<file path="src/hw/rtl/c8_ram.sv">
module c8_ram #(
   parameter int WIDTH = 8,
   parameter int DEPTH = 256
) (
   input  logic                     clock,
   input  logic                     we,
   input  logic [$clog2(DEPTH)-1:0] waddr,
   input  logic [WIDTH-1:0]         wdata,
   input  logic [$clog2(DEPTH)-1:0] raddr,
   output logic [WIDTH-1:0]         rdata
);

   logic [WIDTH-1:0] mem_ff [DEPTH];

   // One write port and one registered read port.
   always_ff @(posedge clock) begin
      if (we) begin
         mem_ff[waddr] <= wdata;
      end
      rdata <= mem_ff[raddr];
   end

endmodule

</file>
<file path="config.mk">
export PLATFORM = sky130hd
export DESIGN_NAME = c8_ram
export DESIGN_NICKNAME = d
export VERILOG_FILES = /design/src/hw/rtl/c8_ram.sv
export SDC_FILE = /design/constraint.sdc
export NUM_CORES = 2
export LEC_CHECK = 0
export ABC_AREA = 1
export BUFFER_PORTS_ARGS = -buffer_cell sky130_fd_sc_hd__buf_2
export CAP_MARGIN = 10
export CORE_ASPECT_RATIO = 0.7
export CORE_MARGIN = 10
export CORE_UTILIZATION = 45
export CTS_CLUSTER_SIZE = 28
export DETAILED_ROUTE_END_ITERATION = 10
export PLACE_DENSITY_LB_ADDON = 0.08
export SYNTH_ARGS = -nofsm -noshare
export SYNTH_HDL_FRONTEND = slang
export SYNTH_SLANG_ARGS = --single-unit
</file>
<file path="constraint.sdc">
create_clock -name clock -period 2.5 [get_ports clock]
set_clock_uncertainty 0.2 [all_clocks]
set_input_delay 0.5 -clock clock [delete_from_list [all_inputs] [get_ports clock]]
set_output_delay 0.5 -clock clock [all_outputs]
set_load 0.01 [all_outputs]
</file>
==> metrics.txt <==
# TYPE chip_impl_metric gauge
chip_impl_info{name="run_status",value="complete, no violations"} 1
chip_impl_metric{name="wire_length_of_the_first_global_routing_pass",unit="mm"} 369
chip_impl_info{name="hold_start",value="raddr[6]"} 1
chip_impl_info{name="start_kind",value="flop"} 1
chip_impl_metric{name="final_critical_path_setup_slack",unit="ps"} 200
chip_impl_metric{name="detailedRoute.firstIterationViolations",unit=""} 6945
chip_impl_metric{name="multi_input_combinational_cell_area",unit="mm^2"} 0.0192
chip_impl_metric{name="finalSetupViolCount",unit=""} 0
chip_impl_metric{name="placeableCoreArea",unit="mm^2"} 0.185
chip_impl_metric{name="synth_fp_nets",unit=""} 7029
chip_impl_info{name="grt_setup_unrepaired",value="no"} 1
chip_impl_metric{name="worst-r2r-cell-count",unit=""} 10
chip_impl_metric{name="timing.final.crit_period",unit="ps"} 2300
chip_impl_metric{name="peak_ir_drop_on_the_vdd_network",unit="uV"} 749
chip_impl_metric{name="async_flop_share",unit="%"} 0
chip_impl_metric{name="critPathMaxStageDelay",unit="ps"} 560
chip_impl_info{name="synth_top_cells_by_count",value="sky130_fd_sc_hd__nand2_1 (2123), sky130_fd_sc_hd__edfxtp_1 (2048), sky130_fd_sc_hd__nand3_1 (2019)"} 1
chip_impl_metric{name="post_synth_instance_area",unit="mm^2"} 0.0834
chip_impl_info{name="regToRegEndpoint",value="rdata[7]"} 1
chip_impl_metric{name="die_y_extent",unit="um"} 380
chip_impl_metric{name="chipWidth",unit="um"} 535
chip_impl_info{name="setup.worst_path.end_class",value="output pin"} 1
chip_impl_metric{name="ff2ff_setup_slack",unit="ps"} 390
chip_impl_metric{name="vias_in_the_first_global_route",unit=""} 53700
chip_impl_metric{name="fill_cells",unit=""} 15800
chip_impl_info{name="min_delay_worst_endpoint",value="rdata[2]"} 1
chip_impl_metric{name="timing_max_transition_violations_final",unit=""} 0
chip_impl_info{name="hp-class",value="primary input to flop"} 1
chip_impl_metric{name="count_of_unique_library_cells_instantiated_by_yosys",unit=""} 14
chip_impl_metric{name="place_ws",unit="ps"} -391
chip_impl_info{name="synthMostInstantiatedCell",value="sky130_fd_sc_hd__nand2_1"} 1
chip_impl_metric{name="drive_above_1_share",unit="%"} 14.4
chip_impl_info{name="critical_path.top_delay_family",value="flip-flops"} 1
chip_impl_metric{name="design.die.area",unit="mm^2"} 0.203
chip_impl_metric{name="number_of_antenna_violations_at_the_first_check_in_global_routing",unit=""} 11
chip_impl_metric{name="cts-htree-levels",unit=""} 4
chip_impl_metric{name="flow.area_growth_from_synthesis",unit="%"} 18.4
chip_impl_metric{name="cp.arrival",unit="ps"} 1600
chip_impl_metric{name="antenna_violating_nets_post_route",unit=""} 0
chip_impl_metric{name="io_pins",unit=""} 34
chip_impl_metric{name="total_power",unit="mW"} 72.9
chip_impl_metric{name="synthDominantCellAreaShare",unit="%"} 73.7
chip_impl_metric{name="maxClockFrequency",unit="MHz"} 435
chip_impl_metric{name="place.port_buffers",unit=""} 33
chip_impl_metric{name="synth-seq-area-share",unit="%"} 73.9
chip_impl_info{name="setup.worst_path.start",value="rdata[4]"} 1
chip_impl_metric{name="routed_wl",unit="mm"} 252
chip_impl_info{name="slowest_stage",value="sky130_fd_sc_hd__dfxtp_1"} 1
chip_impl_metric{name="power_density",unit="mW/mm^2"} 738
chip_impl_info{name="synth_top_area_cell",value="sky130_fd_sc_hd__edfxtp_1"} 1
chip_impl_metric{name="avgViaCountPerCell",unit=""} 5.58
chip_impl_metric{name="timing.final.hold_violations",unit=""} 0
chip_impl_metric{name="regArea",unit="mm^2"} 0.0617
chip_impl_metric{name="whs_path_depth",unit=""} 6
chip_impl_metric{name="place.gp.congestion",unit=""} 0.862
chip_impl_info{name="rr_startpoint",value="mem_ff[167][7]"} 1
chip_impl_metric{name="cts_max_path_buffers",unit=""} 3
chip_impl_info{name="clk_root_buffer_cell",value="sky130_fd_sc_hd__clkbuf_16"} 1
chip_impl_metric{name="remaining_drc_errors",unit=""} 0
chip_impl_metric{name="grt_overflow",unit=""} 0
chip_impl_info{name="dominant_register_cell_in_the_synthesized_netlist",value="sky130_fd_sc_hd__edfxtp_1"} 1
chip_impl_metric{name="clock_pin_slew_of_the_registers_on_the_worst_case_setup_and_hold_paths",unit="ps"} 60
chip_impl_metric{name="avgSynthCellArea",unit="um^2"} 11.9
chip_impl_metric{name="min_hold_slack",unit="ps"} 115
chip_impl_metric{name="cp_max_fo",unit=""} 1
chip_impl_metric{name="post_cts_buffers",unit=""} 0
chip_impl_info{name="cts_tree",value="yes"} 1
chip_impl_metric{name="dp_hpwl",unit="mm"} 160
chip_impl_metric{name="number_of_detailed_route_iterations_in_the_first_pass",unit=""} 5
chip_impl_metric{name="yosysWarnings",unit=""} 0
chip_impl_metric{name="wire_per_inst",unit="um"} 24.7
chip_impl_metric{name="finalCritPeriodShare",unit="%"} 92.0
chip_impl_metric{name="clock_latency",unit="ps"} 830
chip_impl_metric{name="finish.net_count",unit=""} 7576
chip_impl_metric{name="netlist_instances",unit=""} 7003
chip_impl_metric{name="initial_utilization",unit="%"} 45.2
chip_impl_metric{name="cts_made_buffers",unit=""} 195
chip_impl_info{name="worstSetupPathType",value="flop to output pin"} 1
chip_impl_metric{name="relSlewSlack",unit="%"} 53.3
chip_impl_metric{name="total_routing_resource_utilization_after_global_routing",unit="%"} 24.2
chip_impl_metric{name="total_leakage_power",unit="nW"} 35.6
chip_impl_metric{name="worst-slew-pin-transition",unit="ps"} 700
chip_impl_info{name="synthTopCellsByArea",value="sky130_fd_sc_hd__edfxtp_1 (74%), sky130_fd_sc_hd__nand3_1 (12%), sky130_fd_sc_hd__nand2_1 (9.6%)"} 1
chip_impl_info{name="crit_path_cell_trace",value="buf_2"} 1
chip_impl_metric{name="crit_required",unit="ps"} 1800
chip_impl_metric{name="cts.sinks",unit=""} 2056
chip_impl_metric{name="count_of_buffering_cells_on_the_critical_path_with_inverters_included",unit=""} 1
chip_impl_metric{name="max_cap_viol_count",unit=""} 0
chip_impl_metric{name="yosys_register_bits",unit=""} 2056
chip_impl_metric{name="route.vias.total",unit=""} 56900
chip_impl_metric{name="synth-edff-count",unit=""} 2048
chip_impl_metric{name="grt_start_max_net_pins",unit=""} 87
chip_impl_metric{name="std_cell_rows",unit=""} 132
-- registers in the layout, indices dropped and copies added, names as in the netlist --
name and count:
rdata 8, mem_ff 2048
-- worst min-delay path: cells and delay by family --
| family | cells | cell delay [ps] |
|---|---|---|
| and+or+nand+nor | 4 | 340 |
| buffers and inverters | 2 | 260 |
-- worst max-delay path by stage --
stage | cells past startpoint | endpoint
2_1_floorplan | 4 | mem_ff[162][0]
3_3_place_gp | 15 | rdata[7]
3_5_place_dp | 15 | rdata[7]
4_1_cts | 1 | rdata[4]
5_1_grt | 1 | rdata[4]
6_report | 1 | rdata[4]
-- placed cells by master, fill, tap and decap left out --
cell,count
sky130_fd_sc_hd__buf_4,631
sky130_fd_sc_hd__inv_2,1
sky130_fd_sc_hd__clkbuf_1,43
sky130_fd_sc_hd__clkinv_2,33
sky130_fd_sc_hd__nand2_2,9
sky130_fd_sc_hd__clkinv_8,3
sky130_fd_sc_hd__edfxtp_1,2048
sky130_fd_sc_hd__dlygate4sd3_1,9
sky130_fd_sc_hd__clkbuf_16,200
sky130_fd_sc_hd__diode_2,5
sky130_fd_sc_hd__clkinv_1,50
sky130_fd_sc_hd__buf_12,161
sky130_fd_sc_hd__inv_16,2
sky130_fd_sc_hd__inv_8,2
sky130_fd_sc_hd__nand2_1,2114
sky130_fd_sc_hd__nor2_1,283
sky130_fd_sc_hd__buf_2,20
sky130_fd_sc_hd__bufinv_16,17
sky130_fd_sc_hd__inv_4,1
sky130_fd_sc_hd__inv_6,7
sky130_fd_sc_hd__clkbuf_8,7
sky130_fd_sc_hd__buf_6,1
sky130_fd_sc_hd__inv_1,34
sky130_fd_sc_hd__dfxtp_1,8
sky130_fd_sc_hd__buf_8,11
sky130_fd_sc_hd__clkinvlp_4,4
sky130_fd_sc_hd__nand3_1,2019
-- metrics by stage --
step                      TNS [ps]  cells  cell area (um^2)  util, %
after global placement       -2850   9823             92300     50.0
after detailed placement     -2780   9823             92300     50.0
after CTS                        0  10200             98700     53.5
final                            0  10200             98700     53.5
after floorplan                  0   7003             83400        -
after global routing             0  10200             98700     53.5
-- power breakdown --
group	internal, mW	leakage (nW)	switching [mW]	total, mW
Sequential	38.0	18.5	0.0446	38.0
Clock	16.6	3.08	13.0	29.6
Combinational	1.66	14.1	3.63	5.29
Total	56.2	35.6	16.7	72.9
-- per-layer routing --
layer	share of wire [%]	up-vias	global-route usage [%]
met5	0	-	0
met4	1.9	0	4.90
met3	9.2	297	4.92
met2	43	2333	35.0
met1	46	28300	37.7
li1	-	26000	-
-- cell families (layout without fill, tap and decap cells) --
kind of cell / after synthesis / after routing / share of synthesized area [%]
buf+inv: 522 / 1237 / 3.12
flops: 2056 / 2056 / 73.9
other cells: 0 / 5 / 0
simple gates: 4425 / 4425 / 22.9
-- cell type report --
cell class / count / share of cell area [%]
clock buffer: 250 / 5.33
timing repair buffer: 833 / 8.43
sequential: 2056 / 62.5
multi-input combinational: 4425 / 19.4
antenna: 5 / 0.0127
tap: 2479 / 3.14
inverter: 39 / 0.183
clock inverter: 115 / 1.04
-- what timing repair did --
action	CTS	global route
resized for setup	0	0
endpoints found under the hold margin	220	0
hold buffers	9	0
(Power assumes the default switching activity.)
