`src/hw/rtl/c8_pkg.sv`:
```
package c8_pkg;

   // Storage sizes.
   localparam int MEM_BYTES   = 4096;
   localparam int FRAME_BYTES = 256;
   localparam int STACK_DEPTH = 16;
   localparam int MEM_AW      = $clog2(MEM_BYTES);
   localparam int FB_AW       = $clog2(FRAME_BYTES);
   localparam int SP_IW       = (STACK_DEPTH > 1) ? $clog2(STACK_DEPTH) : 1;
   localparam int PC_W        = 13;
   localparam int SP_W        = 5;

   // Display geometry: 64 pixels to a row, 2048 pixels in all.
   localparam int ROW_SHIFT = 6;
   localparam int PIX_LIMIT = 2048;

   localparam logic [PC_W-1:0]   PC_RESET  = 13'h200;
   localparam logic [MEM_AW-1:0] FONT_BASE = 12'h050;
   localparam int                FONT_BYTES = 80;

   localparam logic [7:0] BCD_HUNDRED = 8'd100;
   localparam logic [7:0] BCD_TEN     = 8'd10;

   // Instruction classes by top nibble.
   localparam logic [3:0] OPC_SYS      = 4'h0;
   localparam logic [3:0] OPC_JUMP     = 4'h1;
   localparam logic [3:0] OPC_CALL     = 4'h2;
   localparam logic [3:0] OPC_SKEQ_IMM = 4'h3;
   localparam logic [3:0] OPC_SKNE_IMM = 4'h4;
   localparam logic [3:0] OPC_SKEQ_REG = 4'h5;
   localparam logic [3:0] OPC_LOAD_IMM = 4'h6;
   localparam logic [3:0] OPC_ADD_IMM  = 4'h7;
   localparam logic [3:0] OPC_ALU      = 4'h8;
   localparam logic [3:0] OPC_SKNE_REG = 4'h9;
   localparam logic [3:0] OPC_LOAD_I   = 4'hA;
   localparam logic [3:0] OPC_JUMP_V0  = 4'hB;
   localparam logic [3:0] OPC_RAND     = 4'hC;
   localparam logic [3:0] OPC_DRAW     = 4'hD;
   localparam logic [3:0] OPC_KEY      = 4'hE;

   localparam logic [15:0] OP_CLS = 16'h00E0;
   localparam logic [15:0] OP_RET = 16'h00EE;

   localparam logic [7:0] KEY_DOWN = 8'h9E;
   localparam logic [7:0] KEY_UP   = 8'hA1;

   // Low bytes of the Fx group.
   localparam logic [7:0] FX_GET_DT   = 8'h07;
   localparam logic [7:0] FX_WAIT_KEY = 8'h0A;
   localparam logic [7:0] FX_SET_DT   = 8'h15;
   localparam logic [7:0] FX_SET_ST   = 8'h18;
   localparam logic [7:0] FX_ADD_I    = 8'h1E;
   localparam logic [7:0] FX_FONT     = 8'h29;
   localparam logic [7:0] FX_BCD      = 8'h33;
   localparam logic [7:0] FX_STORE    = 8'h55;
   localparam logic [7:0] FX_LOAD     = 8'h65;

   // Sub-operation codes of the 8xyN group.
   localparam logic [3:0] ALU_N_MOV  = 4'h0;
   localparam logic [3:0] ALU_N_OR   = 4'h1;
   localparam logic [3:0] ALU_N_AND  = 4'h2;
   localparam logic [3:0] ALU_N_XOR  = 4'h3;
   localparam logic [3:0] ALU_N_ADD  = 4'h4;
   localparam logic [3:0] ALU_N_SUB  = 4'h5;
   localparam logic [3:0] ALU_N_SHR  = 4'h6;
   localparam logic [3:0] ALU_N_RSUB = 4'h7;
   localparam logic [3:0] ALU_N_SHL  = 4'hE;

   typedef enum logic [1:0] {
      MODE_WRITE,
      MODE_READ,
      MODE_FRAME,
      MODE_EXEC
   } mode_type;

   typedef enum logic [3:0] {
      ALU_NOP,
      ALU_MOV,
      ALU_OR,
      ALU_AND,
      ALU_XOR,
      ALU_ADD,
      ALU_SUB,
      ALU_SHR,
      ALU_RSUB,
      ALU_SHL
   } alu_op_type;

   typedef struct packed {
      alu_op_type op;
      logic [7:0] a;
      logic [7:0] b;
   } alu_req_type;

   typedef struct packed {
      logic [7:0] res;
      logic       flag;
      logic       flagged;
      logic       write;
      logic       eq;
      logic       ge;
   } alu_rsp_type;

   // Hex digit font, five rows per digit.
   localparam logic [7:0] FONT_ROM [FONT_BYTES] = '{
      8'hF0, 8'h90, 8'h90, 8'h90, 8'hF0, 8'h20, 8'h60, 8'h20, 8'h20, 8'h70,
      8'hF0, 8'h10, 8'hF0, 8'h80, 8'hF0, 8'hF0, 8'h10, 8'hF0, 8'h10, 8'hF0,
      8'h90, 8'h90, 8'hF0, 8'h10, 8'h10, 8'hF0, 8'h80, 8'hF0, 8'h10, 8'hF0,
      8'hF0, 8'h80, 8'hF0, 8'h90, 8'hF0, 8'hF0, 8'h10, 8'h20, 8'h40, 8'h40,
      8'hF0, 8'h90, 8'hF0, 8'h90, 8'hF0, 8'hF0, 8'h90, 8'hF0, 8'h10, 8'hF0,
      8'hF0, 8'h90, 8'hF0, 8'h90, 8'h90, 8'hE0, 8'h90, 8'hE0, 8'h90, 8'hE0,
      8'hF0, 8'h80, 8'h80, 8'h80, 8'hF0, 8'hE0, 8'h90, 8'h90, 8'h90, 8'hE0,
      8'hF0, 8'h80, 8'hF0, 8'h80, 8'hF0, 8'hF0, 8'h80, 8'hF0, 8'h80, 8'h80
   };

endpackage

```
`src/hw/rtl/c8_alu.sv`:
```
module c8_alu import c8_pkg::*; (
   input  alu_req_type req,
   output alu_rsp_type rsp
);

   logic [8:0] sum;
   logic [8:0] diff;
   logic [8:0] rdiff;

   // Shared 8-bit unit for register arithmetic, compares and digit steps.
   always_comb begin
      sum   = {1'b0, req.a} + {1'b0, req.b};
      diff  = {1'b0, req.a} - {1'b0, req.b};
      rdiff = {1'b0, req.b} - {1'b0, req.a};
      rsp.eq      = (req.a == req.b);
      rsp.ge      = !diff[8];
      rsp.res     = req.a;
      rsp.flag    = 1'b0;
      rsp.flagged = 1'b1;
      rsp.write   = 1'b1;
      unique case (req.op)
         ALU_NOP: begin
            rsp.flagged = 1'b0;
            rsp.write   = 1'b0;
         end
         ALU_MOV: begin
            rsp.res     = req.b;
            rsp.flagged = 1'b0;
         end
         ALU_OR: begin
            rsp.res     = req.a | req.b;
            rsp.flagged = 1'b0;
         end
         ALU_AND: begin
            rsp.res     = req.a & req.b;
            rsp.flagged = 1'b0;
         end
         ALU_XOR: begin
            rsp.res     = req.a ^ req.b;
            rsp.flagged = 1'b0;
         end
         ALU_ADD: begin
            rsp.res  = sum[7:0];
            rsp.flag = sum[8];
         end
         ALU_SUB: begin
            rsp.res  = diff[7:0];
            rsp.flag = !diff[8] && (req.a != req.b);
         end
         ALU_SHR: begin
            rsp.res  = {1'b0, req.a[7:1]};
            rsp.flag = req.a[0];
         end
         ALU_RSUB: begin
            rsp.res  = rdiff[7:0];
            rsp.flag = !rdiff[8] && (req.a != req.b);
         end
         ALU_SHL: begin
            rsp.res  = {req.a[6:0], 1'b0};
            rsp.flag = req.a[7];
         end
         default: begin
            rsp.flagged = 1'b0;
            rsp.write   = 1'b0;
         end
      endcase
   end

endmodule

```
`config.mk`:
```
export PLATFORM = sky130hd
export DESIGN_NAME = c8_alu
export DESIGN_NICKNAME = d
export VERILOG_FILES = /design/src/hw/rtl/c8_pkg.sv /design/src/hw/rtl/c8_alu.sv
export SDC_FILE = /design/constraint.sdc
export NUM_CORES = 1
export LEC_CHECK = 0
export BUFFER_PORTS_ARGS = -buffer_cell sky130_fd_sc_hd__buf_2
export CORE_UTILIZATION = 59
export DETAILED_ROUTE_END_ITERATION = 16
export PLACE_DENSITY_LB_ADDON = 0.3
export RECOVER_POWER = 100
export SYNTH_ARGS = -nofsm -noshare
export SYNTH_HDL_FRONTEND = slang
export SYNTH_SLANG_ARGS = --single-unit
export TNS_END_PERCENT = 100
```
`constraint.sdc`:
```
create_clock -name vclk -period 3.15
set_clock_uncertainty 0.15 [all_clocks]
set_input_delay 0.315 -clock vclk [all_inputs]
set_output_delay 0.315 -clock vclk [all_outputs]
set_load 0.02 [all_outputs]
```
==> results.sh, run 1 <==
export IMPL_outcome="complete, no violations"
export IMPL_min_path_type="in -> out"
export IMPL_cp_required_ns=2.68
export IMPL_gr_total_overflow=0
export IMPL_synth_area_per_cell_sq_um=6.83
export IMPL_synth_top_area_share_pct=22.2
export IMPL_via_per_inst=6.33
export IMPL_finalSetupViolations=0
export IMPL_netlist_area_sq_um=1920
export IMPL_yosys_top_cells_area="ha_1 22%, a21oi_1 5.7%, inv_1 5.7%"
export IMPL_crit_path_max_incr_delay_ns=0.38
export IMPL_place_congestion=1.02
export IMPL_dp_cells=353
export IMPL_start_util_pct=62.4
export IMPL_track_usage_pct=33.6
export IMPL_dp_hpwl_mm=4.58
export IMPL_drt_met1_wl_mm=2.33
export IMPL_ios=33
export IMPL_n_clock_buffer=0
export IMPL_ir_drop_mv=0.0838
export IMPL_row_count=20
export IMPL_nNetsFinal=368
export IMPL_min_period_over_period_pct=96.1
export IMPL_power_density_nw_per_um2=174
export IMPL_holdBufCountCts=0
export IMPL_synth_top_cell_by_area="ha_1"
export IMPL_instances_no_fill=353
export IMPL_drv_cap=0
export IMPL_final_hold_viol_count=0
export IMPL_wl_met2_mm=2.71
export IMPL_synthCells=281
export IMPL_setup_tns_final_ns=0
export IMPL_slew_violations=0
export IMPL_via_count=2236
export IMPL_antenna_found_initial=0
export IMPL_die_y_um=59.0
export IMPL_drive_gt1_share_pct=17.8
export IMPL_ant_nets=0
export IMPL_wl_mm=5.84
export IMPL_drt_pass1_iter_count=5
export IMPL_worstPathCellList="buf_2 -> inv_2 -> ha_4 -> inv_1 -> fa_2 -> nor3b_1 -> a211o_1 -> a221o_1 -> xnor2_1 -> nor2_1 -> o32a_1 -> buf_4"
export IMPL_finalCriticalPeriod_ns=3.03
export IMPL_yosysSeqAreaShare_pct=0
export IMPL_grt_pass1_wl_mm=9.02
export IMPL_utilization_pct=69.8
export IMPL_synth_warnings=0
export IMPL_syn_nets=338
export IMPL_worstSetupEndpointType="output pin"
export IMPL_grt_max_degree=22
export IMPL_drc=0
export IMPL_portBuffers=33
export IMPL_dr_wl_met3_um=714
export IMPL_fmax_mhz=330
export IMPL_wire_per_inst_um=16.5
export IMPL_cp_arrival_ns=2.56
export IMPL_die_area_sq_um=3490
export IMPL_worstMarginPinSlew_ns=0.832
export IMPL_highest_layer="met4"
export IMPL_ys_types=59
export IMPL_critPathKind="in -> out"
export IMPL_leakagePower_nw=1.00
export IMPL_crit_slowest_cell="a221o_1"
export IMPL_seq_cells=0
export IMPL_first_global_vias=1895
export IMPL_regArea_sq_um=0
export IMPL_drt_iter0_drc=208
export IMPL_relSlewSlack_pct=44.5
export IMPL_n_antenna_cell=0
export IMPL_critPathLaunchType="input pin"
export IMPL_rsz0062_at_grt="false"
export IMPL_core_sq_um=3080
export IMPL_area_growth_pct=11.9
export IMPL_cts_setup_buffers=0
export IMPL_crit_fanout=3
export IMPL_dieWidth_um=59.0
==> what timing repair did <==
| item | CTS | global route |
|---|---|---|
| setup endpoints to repair | 0 | 2 |
| endpoints found under the hold margin | 0 | 0 |
| resized for setup | 0 | 6 |
==> Yosys cell counts, types with 5 or more instances <==
cell type  count
a211oi_1       5
a21oi_1       22
a31oi_1        8
buf_2         14
ha_1          34
inv_1         29
mux2i_1        7
nand2_1       19
nor2_1        28
nor3_1         9
o21ai_0       13
o21bai_1       7
o22ai_1       11
xnor2_1        5
==> area by class of cell <==
| cell class | count | area (sq um) |
|---|---|---|
| Fill cell | 307 | 931 |
| Inverter | 32 | 123 |
| Multi-Input combinational cell | 233 | 1730 |
| Tap cell | 44 | 55.1 |
| Timing Repair Buffer | 44 | 240 |
==> through the flow <==
stage	total power, mW	setup WS (ns)	hold slack (ns)	area [sq um]
after floorplan	0.260	0.451	0.659	1920
after global placement	0.359	0.136	0.901	2140
after global routing	0.406	0.00195	0.943	2150
after detailed placement	0.364	0.101	0.904	2140
after CTS	0.365	0.0854	0.906	2140
final	0.374	0.122	0.910	2150
==> worst max-delay path: cells and delay by family <==
family                   cells  cell delay [ns]
AO/OA/AOI/OAI                3             0.93
adder cells (fa/ha/maj)      2             0.51
buffers and inverters        4             0.40
AND/OR/NAND/NOR              2             0.21
XOR/XNOR                     1             0.21
==> worst paths after layout <==
check,from,slack (ns),cells past startpoint,to
worst max-delay path,req[8],0.12,12,rsp[11]
worst min-delay path,req[13],0.91,4,rsp[10]
==> per-layer routing <==
metal	GRT usage, %	vias up
met5	0	-
met3	5.46	12
met2	55.4	143
met1	45.9	1008
met4	7.82	0
li1	-	1073
==> report_power, final <==
group          leakage [nW]  internal (mW)  switching, mW
clock network             0              0              0
logic                  1.00          0.146          0.228
registers                 0              0              0
total                  1.00          0.146          0.228
==> cells by family (layout without fill, tap and decap cells) <==
kind of cell / count (synthesis) / in the layout / share of synthesized area (%)
buf+inv: 48 / 76 / 10.8
simple gates: 78 / 78 / 19.2
xor+xnor: 7 / 7 / 3.19
compound gates: 102 / 102 / 36.6
mux: 9 / 9 / 4.82
fa+ha+maj: 37 / 37 / 25.3
==> cells in the final DEF (no fill, tap or decap), types with 3 or more instances in the layout <==
master | netlist | routed
ha_1 | 34 | 33
inv_1 | 29 | 28
nor2_1 | 28 | 28
buf_2 | 14 | 26
a21oi_1 | 22 | 21
nand2_1 | 19 | 19
o21ai_0 | 13 | 13
o22ai_1 | 11 | 11
buf_4 | 0 | 11
nor3_1 | 9 | 9
a31oi_1 | 8 | 8
o21bai_1 | 7 | 7
mux2i_1 | 7 | 7
clkbuf_1 | 1 | 6
a211oi_1 | 5 | 5
xnor2_1 | 5 | 5
nor2b_1 | 4 | 4
a221o_1 | 3 | 3
o21ai_1 | 3 | 3
nand2b_1 | 3 | 3
nand3_1 | 3 | 3
No activity file was read; power rests on OpenSTA's default activity.
==> inputs of run 2 (changes only) <==
- SETUP_SLACK_MARGIN: not set -> 0.5
==> run 2 against run 1 <==
Compared with the run above:
- utilization rose by 10 points
- wire length rose by 21%
- final area up 15%
- sequential cell count stayed put
- critical path depth down 5
- worst hold slack improved by 0.017 ns
- critical endpoint is now rsp[6]
- sequential share of layout area unchanged
- final cell count up 2.0%
- fmax grew 0.27%
- setup slack improved by 0.0081 ns
==> results.sh, run 2 (synthesis results as in run 1) <==
export IMPL_hold_ws_ns=0.927
export IMPL_crit_slowest_cell="a21boi_1"
export IMPL_final_hold_viol_count=0
export IMPL_holdBufCountCts=0
export IMPL_grt_max_degree=31
export IMPL_dieWidth_um=59.0
export IMPL_p_total_mw=0.462
export IMPL_critPathKind="in -> out"
export IMPL_finalWorstSetupSlack_ns=0.130
export IMPL_final_common_cell="ha_1"
export IMPL_leakagePower_nw=1.07
export IMPL_pwr_share_comb_pct=100.0
export IMPL_antenna_found_initial=0
export IMPL_switching_share_pct=59.2
export IMPL_min_path_type="in -> out"
export IMPL_worstSetupEndpointType="output pin"
export IMPL_mostFrequentLayoutCells="26 x ha_1, 24 x nor2_1, 22 x inv_1"
export IMPL_die_y_um=59.0
export IMPL_power_share_sequential_pct=0
export IMPL_rsz0062_at_grt="true"
export IMPL_critPathLaunchType="input pin"
export IMPL_regArea_sq_um=0
export IMPL_core_sq_um=3080
export IMPL_grt_use_met1_pct=51.7
export IMPL_drt_pass1_iter_count=5
export IMPL_min_period_over_period_pct=95.9
export IMPL_row_count=20
export IMPL_worstPathCellList="clkbuf_2 -> buf_4 -> o21ai_1 -> a21boi_1 -> o22ai_1 -> a211o_1 -> buf_2"
export IMPL_ant_nets=0
export IMPL_power_share_clock_pct=0
export IMPL_portBuffers=33
export IMPL_p_int_mw=0.188
export IMPL_grt_use_met2_pct=63.3
export IMPL_wl_mm=7.05
export IMPL_ios=33
export IMPL_p_switching_mw=0.273
export IMPL_setup_tns_final_ns=0
export IMPL_dp_slack_ns=0.0720
export IMPL_start_util_pct=62.4
export IMPL_grtUsageMet3_pct=3.28
export IMPL_place_congestion=1.01
export IMPL_track_usage_pct=37.8
export IMPL_slew_violations=0
export IMPL_wire_per_inst_um=19.6
export IMPL_die_area_sq_um=3490
export IMPL_drive_gt1_share_pct=29.7
export IMPL_area_growth_pct=28.5
export IMPL_n_antenna_cell=0
export IMPL_power_density_nw_per_um2=187
export IMPL_drc=0
export IMPL_gr_total_overflow=0
export IMPL_ir_drop_mv=0.102
export IMPL_finalSetupViolations=0
export IMPL_cp_arrival_ns=2.56
export IMPL_seq_cells=0
export IMPL_via_count=2444
export IMPL_dp_hpwl_mm=4.65
export IMPL_finalCriticalPeriod_ns=3.02
export IMPL_drt_iter0_drc=300
export IMPL_via_per_inst=6.79
export IMPL_first_global_vias=2092
export IMPL_drv_cap=0
export IMPL_worstMarginPinSlew_ns=1.02
export IMPL_n_clock_buffer=0
export IMPL_grt_pass1_wl_mm=10.1
export IMPL_top_usage_layer="met2"
export IMPL_relSlewSlack_pct=31.7
export IMPL_fmax_mhz=331
export IMPL_cp_required_ns=2.68
export IMPL_crit_path_max_incr_delay_ns=0.88
export IMPL_crit_fanout=15
export IMPL_outcome="complete, no violations"
export IMPL_nNetsFinal=375
==> run 2: changes by cell type in the layout (fill, tap and decap cells not counted), sizes merged <==
cell / previous run / this run
clkinvlp: 0 / 1
buf: 37 / 42
clkinv: 1 / 0
clkbuf: 7 / 9
==> run 2: cell type report <==
type                            count  area, sq um
Fill cell                         233          612
Inverter                           32          146
Multi-Input combinational cell    233         1940
Tap cell                           44         55.1
Timing Repair Buffer               51          324
==> run 2: routing by layer <==
metal	vias to the layer above	share of wire [%]
met2	226	47
met5	-	0
met3	23	14
li1	1091	-
met4	0	2.7
met1	1104	37
==> run 2: power by group through the flow <==
stage | clock [mW] | sequential, mW | combinational [mW]
2_1_floorplan | 0 | 0 | 0.263
3_3_place_gp | 0 | 0 | 0.357
3_5_place_dp | 0 | 0 | 0.364
4_1_cts | 0 | 0 | 0.399
5_1_grt | 0 | 0 | 0.489
6_report | 0 | 0 | 0.462
==> run 2: repair_timing <==
action / in CTS / in global routing
gates resized for setup: 24 / 41
pin swaps: 13 / 15
buffers inserted: 9 / 2
setup endpoints to repair: 6 / 9
==> run 2: worst paths after layout <==
path,slack (ns),to,depth (start not counted),from
setup / recovery,0.13,rsp[6],7,req[18]
hold / removal,0.93,rsp[7],4,req[10]
==> run 2: critical path, delay by kind of cell <==
family | cells | cell delay [ns]
AO/OA/AOI/OAI | 4 | 1.64
buffers and inverters | 3 | 0.60
==> run 2: through the flow <==
step	cells	utilization [%]	instance area, sq um
4_1_cts	358	74.5	2290
3_3_place_gp	349	69.5	2140
2_1_floorplan	281	-	1950
5_1_grt	360	80.1	2470
6_report	360	80.1	2470
3_5_place_dp	349	69.5	2140
